$ cat src/rtl/drps_pkg.sv
// shared types and constants for the track packet scheduler
package drps_pkg;

    // table size default
    localparam int TABLE_DEPTH = 16;

    // framing constants
    localparam logic [7:0] PRE_MAIN  = 8'd14;
    localparam logic [7:0] PRE_PROG  = 8'd20;
    localparam logic [2:0] MAX_BYTES = 3'd5;
    localparam logic [2:0] REF_BYTES = 3'd2;
    localparam logic [2:0] IDLE_BYTES = 3'd3;

    // idle packet bytes
    localparam logic [7:0] IDLE_BYTE0 = 8'hFF;
    localparam logic [7:0] IDLE_BYTE1 = 8'h00;
    localparam logic [7:0] IDLE_BYTE2 = 8'hFF;

    // slot function codes
    localparam logic FUNC_CMD   = 1'b0;
    localparam logic FUNC_EMPTY = 1'b1;

    // word counts
    localparam logic [1:0] ONE_WORD  = 2'd1;
    localparam logic [1:0] TWO_WORDS = 2'd2;

    // input word
    typedef struct packed {
        logic       func;
        logic [2:0] cmd_length;
        logic [7:0] byte0;
        logic [7:0] byte1;
        logic [7:0] byte2;
        logic [7:0] byte3;
        logic [7:0] byte4;
    } t_cmd_word;

    // output word
    typedef struct packed {
        logic [63:0] packet_word;
        logic [1:0]  word_count;
    } t_pkt_word;

endpackage

$ cat src/rtl/drps_if.sv
// valid/ready channel interfaces for command and packet words
interface drps_cmd_if;
    logic                valid;
    logic                ready;
    drps_pkg::t_cmd_word data;

    modport source (output valid, output data, input ready);
    modport sink   (input valid, input data, output ready);
endinterface

interface drps_pkt_if;
    logic                valid;
    logic                ready;
    drps_pkg::t_pkt_word data;

    modport source (output valid, output data, input ready);
    modport sink   (input valid, input data, output ready);
endinterface

$ cat src/rtl/dcc_refresh_packet_scheduler.sv
// track packet scheduler: locomotive table, refresh rotation and packet framing
//
// i_cmd carries one word per packet slot. A command slot (func 0) looks up
// byte0 in the locomotive table, one entry at a time through a single
// registered memory read port and one byte comparator; the speed is updated
// on a match, else the entry is appended while there is room. An empty slot
// (func 1) reads the next entry in round-robin order, or uses the idle packet
// when the table is empty. Framing then runs through a byte shift and XOR
// unit. o_pkt carries the framed 64-bit word and its word count. One slot is
// worked on at a time; i_cmd.ready is high only while the sequencer is idle.
// The finished word sits in an output register, so the next slot is taken
// while it waits; if o_pkt is stalled, the following result waits in the
// sequencer and i_cmd.ready stays low. i_cfg_we writes the main_track bit,
// which is used when a word is framed. Reset clears the entry count, the
// refresh pointer and the output valid, and sets main_track; table contents
// are not cleared and are never read before they are written.
module dcc_refresh_packet_scheduler #(
    parameter int TABLE_DEPTH = drps_pkg::TABLE_DEPTH
) (
    input  logic              i_clk,
    input  logic              i_rst_n,
    input  logic              i_cfg_we,
    input  logic              i_cfg_data,
    drps_cmd_if.sink          i_cmd,
    drps_pkt_if.source        o_pkt
);

    localparam int IDX_W = (TABLE_DEPTH > 1) ? $clog2(TABLE_DEPTH) : 1;
    localparam int CNT_W = $clog2(TABLE_DEPTH + 1);

    typedef enum logic [2:0] {
        S_IDLE,
        S_SCAN,
        S_CMP,
        S_ADD,
        S_REF,
        S_REFD,
        S_FRAME,
        S_DONE
    } t_state;

    // control registers
    t_state              r_state,     n_state;
    logic [CNT_W-1:0]    r_count,     n_count;
    logic [IDX_W-1:0]    r_refresh,   n_refresh;
    logic [IDX_W-1:0]    r_idx,       n_idx;
    logic                r_found,     n_found;
    logic [2:0]          r_step,      n_step;
    logic                r_out_valid, n_out_valid;
    logic                r_main;

    // payload registers
    logic [39:0]         r_src,       n_src;
    logic [2:0]          r_len,       n_len;
    logic [7:0]          r_sum,       n_sum;
    logic [47:0]         r_acc,       n_acc;
    drps_pkg::t_pkt_word r_pkt,       n_pkt;

    // table memory: {address, speed}
    logic [15:0]         mem [TABLE_DEPTH];
    logic [15:0]         r_rd_data;
    logic [IDX_W-1:0]    rd_addr;
    logic                wr_en;
    logic [IDX_W-1:0]    wr_addr;
    logic [15:0]         wr_data;

    logic [7:0]          frame_byte;
    logic [2:0]          cmd_len;

    assign i_cmd.ready = (r_state == S_IDLE);
    assign o_pkt.valid = r_out_valid;
    assign o_pkt.data  = r_pkt;

    // clamp oversized lengths
    assign cmd_len = (i_cmd.data.cmd_length > drps_pkg::MAX_BYTES) ?
                     drps_pkg::MAX_BYTES : i_cmd.data.cmd_length;

    // byte fed into the framing shift: data, then checksum, then zero fill
    always_comb begin
        if (r_step < r_len) begin
            frame_byte = r_src[39:32];
        end else if (r_step == r_len) begin
            frame_byte = r_sum;
        end else begin
            frame_byte = 8'd0;
        end
    end

    // sequencer next state
    always_comb begin
        n_state     = r_state;
        n_count     = r_count;
        n_refresh   = r_refresh;
        n_idx       = r_idx;
        n_found     = r_found;
        n_step      = r_step;
        n_src       = r_src;
        n_len       = r_len;
        n_sum       = r_sum;
        n_acc       = r_acc;
        n_pkt       = r_pkt;
        n_out_valid = r_out_valid;
        rd_addr     = r_idx;
        wr_en       = 1'b0;
        wr_addr     = r_idx;
        wr_data     = r_src[39:24];

        if (r_out_valid && o_pkt.ready) begin
            n_out_valid = 1'b0;
        end

        unique case (r_state)
            S_IDLE: begin
                if (i_cmd.valid) begin
                    n_src   = {i_cmd.data.byte0, i_cmd.data.byte1, i_cmd.data.byte2,
                               i_cmd.data.byte3, i_cmd.data.byte4};
                    n_len   = cmd_len;
                    n_idx   = '0;
                    n_found = 1'b0;
                    n_sum   = 8'd0;
                    n_step  = 3'd0;
                    n_acc   = '0;
                    if (i_cmd.data.func == drps_pkg::FUNC_CMD) begin
                        n_state = (r_count == '0) ? S_ADD : S_SCAN;
                    end else if (r_count == '0) begin
                        n_src   = {drps_pkg::IDLE_BYTE0, drps_pkg::IDLE_BYTE1,
                                   drps_pkg::IDLE_BYTE2, 16'd0};
                        n_len   = drps_pkg::IDLE_BYTES;
                        n_state = S_FRAME;
                    end else begin
                        // stale pointer restarts at the first entry
                        n_idx   = (CNT_W'(r_refresh) >= r_count) ? '0 : r_refresh;
                        n_state = S_REF;
                    end
                end
            end
            S_SCAN: begin
                rd_addr = r_idx;
                n_state = S_CMP;
            end
            S_CMP: begin
                if (r_rd_data[15:8] == r_src[39:32]) begin
                    wr_en   = 1'b1;
                    wr_addr = r_idx;
                    n_found = 1'b1;
                end
                if (CNT_W'(r_idx) + CNT_W'(1) >= r_count) begin
                    n_state = S_ADD;
                end else begin
                    n_idx   = r_idx + IDX_W'(1);
                    n_state = S_SCAN;
                end
            end
            S_ADD: begin
                if (!r_found && r_count < CNT_W'(TABLE_DEPTH)) begin
                    wr_en   = 1'b1;
                    wr_addr = r_count[IDX_W-1:0];
                    n_count = r_count + CNT_W'(1);
                    if (r_count == '0) begin
                        n_refresh = '0;
                    end
                end
                n_state = S_FRAME;
            end
            S_REF: begin
                rd_addr = r_idx;
                n_state = S_REFD;
            end
            S_REFD: begin
                n_src   = {r_rd_data, 24'd0};
                n_len   = drps_pkg::REF_BYTES;
                n_refresh = (CNT_W'(r_idx) + CNT_W'(1) >= r_count) ?
                            '0 : r_idx + IDX_W'(1);
                n_state = S_FRAME;
            end
            S_FRAME: begin
                n_acc  = {r_acc[39:0], frame_byte};
                if (r_step < r_len) begin
                    n_sum = r_sum ^ r_src[39:32];
                end
                n_src  = {r_src[31:0], 8'd0};
                n_step = r_step + 3'd1;
                if (r_step == drps_pkg::MAX_BYTES) begin
                    n_state = S_DONE;
                end
            end
            S_DONE: begin
                if (!r_out_valid || o_pkt.ready) begin
                    n_out_valid = 1'b1;
                    n_pkt.packet_word = {r_main ? drps_pkg::PRE_MAIN : drps_pkg::PRE_PROG,
                                         8'(r_len) + 8'd1, r_acc};
                    n_pkt.word_count  = (r_len >= drps_pkg::REF_BYTES) ?
                                        drps_pkg::TWO_WORDS : drps_pkg::ONE_WORD;
                    n_state = S_IDLE;
                end
            end
            default: begin
                n_state = S_IDLE;
            end
        endcase
    end

    // state and registered outputs
    always_ff @(posedge i_clk) begin
        if (!i_rst_n) begin
            r_state     <= S_IDLE;
            r_count     <= '0;
            r_refresh   <= '0;
            r_idx       <= '0;
            r_found     <= 1'b0;
            r_step      <= 3'd0;
            r_out_valid <= 1'b0;
            r_main      <= 1'b1;
        end else begin
            r_state     <= n_state;
            r_count     <= n_count;
            r_refresh   <= n_refresh;
            r_idx       <= n_idx;
            r_found     <= n_found;
            r_step      <= n_step;
            r_out_valid <= n_out_valid;
            if (i_cfg_we) begin
                r_main <= i_cfg_data;
            end
        end
        r_src <= n_src;
        r_len <= n_len;
        r_sum <= n_sum;
        r_acc <= n_acc;
        r_pkt <= n_pkt;
    end

    // locomotive table, one write and one registered read
    always_ff @(posedge i_clk) begin
        if (wr_en) begin
            mem[wr_addr] <= wr_data;
        end
        r_rd_data <= mem[rd_addr];
    end

endmodule
$ cat src/flat_wrapper.sv
// flat-port wrapper written by rule: the top's interface ports become plain ports
module dcc_refresh_packet_scheduler_flat 
#(
    parameter int TABLE_DEPTH = drps_pkg::TABLE_DEPTH
)
  (i_clk, i_rst_n, i_cfg_we, i_cfg_data, i_cmd_valid, i_cmd_data, i_cmd_ready, o_pkt_valid, o_pkt_data, o_pkt_ready);
  drps_cmd_if i_cmd_i ();
  drps_pkt_if o_pkt_i ();
  input  logic i_clk;
  input  logic i_rst_n;
  input  logic i_cfg_we;
  input  logic i_cfg_data;
  input wire logic [$bits(i_cmd_i.valid)-1:0] i_cmd_valid;
  input wire logic [$bits(i_cmd_i.data)-1:0] i_cmd_data;
  output wire logic [$bits(i_cmd_i.ready)-1:0] i_cmd_ready;
  output wire logic [$bits(o_pkt_i.valid)-1:0] o_pkt_valid;
  output wire logic [$bits(o_pkt_i.data)-1:0] o_pkt_data;
  input wire logic [$bits(o_pkt_i.ready)-1:0] o_pkt_ready;
  assign i_cmd_i.valid = i_cmd_valid;
  assign i_cmd_i.data = i_cmd_data;
  assign i_cmd_ready = i_cmd_i.ready;
  assign o_pkt_valid = o_pkt_i.valid;
  assign o_pkt_data = o_pkt_i.data;
  assign o_pkt_i.ready = o_pkt_ready;
  dcc_refresh_packet_scheduler #(.TABLE_DEPTH(TABLE_DEPTH)) u_core (.i_clk(i_clk), .i_rst_n(i_rst_n), .i_cfg_we(i_cfg_we), .i_cfg_data(i_cfg_data), .i_cmd(i_cmd_i), .o_pkt(o_pkt_i));
endmodule
$ cat config.mk
export PLATFORM = sky130hd
export DESIGN_NAME = dcc_refresh_packet_scheduler_flat
export DESIGN_NICKNAME = d
export VERILOG_FILES = /design/src/rtl/drps_pkg.sv /design/src/rtl/drps_if.sv /design/src/rtl/dcc_refresh_packet_scheduler.sv /design/src/flat_wrapper.sv
export SDC_FILE = /design/constraint.sdc
export NUM_CORES = 1
export LEC_CHECK = 0
export BUFFER_PORTS_ARGS = -buffer_cell sky130_fd_sc_hd__buf_2
export CAP_MARGIN = 20
export CORE_MARGIN = 5
export CORE_UTILIZATION = 54
export CTS_CLUSTER_DIAMETER = 150
export DETAILED_ROUTE_END_ITERATION = 7
export PLACE_DENSITY_LB_ADDON = 0.25
export SLEW_MARGIN = 20
export SYNTH_ARGS = -nofsm -noshare
export SYNTH_HDL_FRONTEND = slang
export SYNTH_SLANG_ARGS = --single-unit
$ cat constraint.sdc
create_clock -name i_clk -period 4.5 [get_ports i_clk]
set_input_delay 1.125 -clock i_clk [delete_from_list [all_inputs] [get_ports i_clk]]
set_output_delay 1.125 -clock i_clk [all_outputs]
set_load 0.01 [all_outputs]
==> summary.txt <==
Timing
  • Max Slew Vio Count: 0
  • Final Skew: ~0.025 ns
  • Max_slew headroom: 29.5%
  • RSZ-0062 raised after global routing: false
  • Slew @ Worst Pin: between 1 and 1.5 ns
  • # setup viols final: 0
  • Fin. Hold Viols: 0
  • Period utilisation layout: 68.1%
  • Max Fclk: 326 MHz
  • Hold slack: ~0.42 ns
  • Min Tclk post-route: ~3 ns
  • Setup TNS Final: 0 ns

Route
  • Residual DRC: 0
  • WL per Instance: 23.6 um
  • Final ANT Viol Nets: 0
  • Via count: ~9,100
  • DR iter-0 viols: approximately 760
  • Routed WL: between 30,000 and 40,000 um
  • DRT Pass-1 Iters: 8
  • DR vias/cell: between 5 and 6

Critical path
  • WS Path Type: flip-flop to flip-flop
  • Req. time, crit path: ~4.7 ns
  • Crit path max-delay family: simple AND/OR/NAND/NOR gates
  • Crit start category: flip-flop
  • Crit. End Element: flip-flop
  • CP bufs+invs: 1
  • Slowest stage delay, CP: just over 0.6 ns
  • Critical-path top delay cell: nor2_1
  • CP arrival: ~3.3 ns
  • CP cell instances: nor3b_4, nand3_1, nor4_4, a31oi_1, nor2_1, buf_4
  • Critical path fanouts, max: 13

GRT
  • Busiest layer in global routing: met2
  • M1 GR Usage: a little under a third
  • Grt met2 use: between 30% and 40%
  • GRT met3 Usage: 3.98%
  • Overall Global Routing Usage: between 20% and 30%
  • Initial antenna violation count: 0
  • First-pass GRT wire length: around 56,000 um
  • GRT overflow: 0
  • Pin count of the biggest net entering global routing: 85
  • Vias in the first global route: between 9,000 and 10,000

Finish
  • Share of cells above drive strength 1: roughly 28%
  • Post-Layout Cell Count: between 1,500 and 2,000
  • Ant. Diodes: 0
  • Most common cell after layout, fill and taps aside: edfxtp_1
  • Final #Nets: ~1,200
  • P&R area growth vs syn: 15.0%
  • Final Cell Area: 20,200 um^2
  • Most frequent cells in the layout: edfxtp_1 (411), buf_2 (108), mux4_2 (80)

Yosys
  • Synth Instances: ~950
  • Number of synthesized flops with an enable pin: approximately 410
  • Register bit count reported by yosys: approximately 450
  • Sequential share of the synthesized area: ~75%
  • Synth async-reset ratio: 0%
  • Yosys warns: 0
  • Top_reg_cell synth: edfxtp_1
  • Post-synthesis cell type count: 58
  • Mapped cell area: approximately 18,000 um^2
  • Syn_area_per_cell: ~19 um^2

Place
  • Hpwl dp: ~22,000 um
  • IO Port Bufs: 108
  • Routability Congestion: slightly above 0.8
  • Placed cell count: roughly 1,500
  • Placed Area: about 19,000 um^2

Floorplanning
  • I/O pin count: about 120
  • Die ar.: about 36,000 um^2
  • Die Y: roughly 190 um
  • Rows: 66
  • Starting density of the core: about 54%
  • Core ar.: roughly 32,000 um^2
  • Die X: 190 um

Clocking
  • CTS max path bufs: 3
  • Post-CTS setup buffer count: 0
  • Clk sinks: 449
  • Cts repair resizes: 0
  • Clk slew on worst S/H paths: about 0.060 ns
  • TritonCTS buffer count: 45
  • CTS H-tree lvls: 2
  • Clock latency on the worst-skew pair: approximately 0.55 ns
  • Hold-fix buffers, CTS: 0
  • CTS tree: done
  • CTS root buf: clkbuf_16

Power and ir drop
  • Pwr Total: approximately 12 mW
  • Sequential group share of total power: 52.9%
  • Pleak: ~7 nW
  • Psw: ~3.4 mW
  • Switch share: between 20% and 30%
  • VDD IR-drop max: about 320 uV
  • Combinational Power Share: roughly 16%
  • Clock Power Share: a little under a third
  • Power per cell area: between 600 and 700 nW/um^2
  • Internal power: 8.83 mW

Hold path
  • Hold Path Class: flip-flop to flip-flop

Run status
  • Status: finished, final reports clean

Flow run
  • Maxcap violations: 0
## state kept, by name (all words and copies together), names as in the netlist, 3 cells and up
| signal | cells |
|---|---|
| u_core.mem | 256 |
| u_core.o_pkt.data | 56 |
| u_core.r_acc | 48 |
| u_core.r_src | 40 |
| u_core.r_rd_data | 16 |
| u_core.r_sum | 8 |
| u_core.r_count | 5 |
| u_core.r_idx | 4 |
| u_core.r_refresh | 4 |
| u_core.r_len | 3 |
| u_core.r_state | 3 |
| u_core.r_step | 3 |
## cells in the mapped netlist, drive strengths merged, types with 8 or more instances
cell,instances,area (um^2)
edfxtp,411,12300
mux4,80,1800
and2,51,320
nor2,44,181
dfxtp,38,761
nand2,38,143
buf,33,209
inv,31,116
o21ai,28,144
ha,19,238
xnor2,19,166
clkbuf,18,67.6
a21oi,16,80.1
a22o,16,140
a31oi,11,68.8
nor3,10,66.3
a222oi,8,80.1
a22oi,8,60.1
## power groups by stage
stage          logic [mW]  clock network [mW]  registers (mW)
3_3_place_gp         1.89                   0            6.50
6_report             1.92                3.83            6.46
5_1_grt              2.10                4.09            6.55
3_5_place_dp         1.93                   0            6.53
4_1_cts              1.94                3.90            6.46
2_1_floorplan        1.55                   0            6.15
## kinds of logic (layout without fill, tap and decap cells)
group,after synthesis,count (layout),synth area share [%]
adder cells (fa/ha/maj),19,19,1.36
multiplexers,80,80,10.3
other,2,9,0.0428
AO/OA/AOI/OAI,109,109,4.53
AND/OR/NAND/NOR,181,181,5.61
buffers and inverters,83,254,2.26
flip-flops,449,449,74.7
XOR/XNOR,24,24,1.20
## stage by stage
stage,setup WS [ns],util (%)
final,1.43,62.5
after detailed placement,1.46,57.7
after global routing,1.18,62.5
after global placement,1.56,57.7
after CTS,1.39,62.5
after floorplan,0.114,-
## path summary, 6_finish.rpt
check | startpoint | to | slack, ns | depth (start not counted)
max reg2reg | u_core.r_state[1]$_SDFFE_PN0P_ | u_core.mem[0][15]$_DFFE_PP_ | 1.43 | 6
min | u_core.r_acc[44]$_SDFFCE_PN0P_ | u_core.o_pkt.data[46]$_DFFE_PP_ | 0.42 | 0
max | u_core.r_state[1]$_SDFFE_PN0P_ | u_core.mem[0][15]$_DFFE_PP_ | 1.43 | 6
min reg2reg | u_core.r_acc[44]$_SDFFCE_PN0P_ | u_core.o_pkt.data[46]$_DFFE_PP_ | 0.42 | 0
## per-layer routing
metal  vias to the layer above  share of wire, %
li1                       3996                 -
met1                      4632                43
met2                       408                46
met3                        51               8.8
met4                         0               2.1
met5                         -                 0
## cell type report
type                    count  area, um^2
repair buffers            138         766
clock inverters            24         284
multi-input cells         422        4080
fillers                  2257       12100
well taps                 442         553
flip-flops and latches    449       13100
inverters                  32         120
clock buffers              60        1260
No activity file was read; power rests on OpenSTA's default activity.
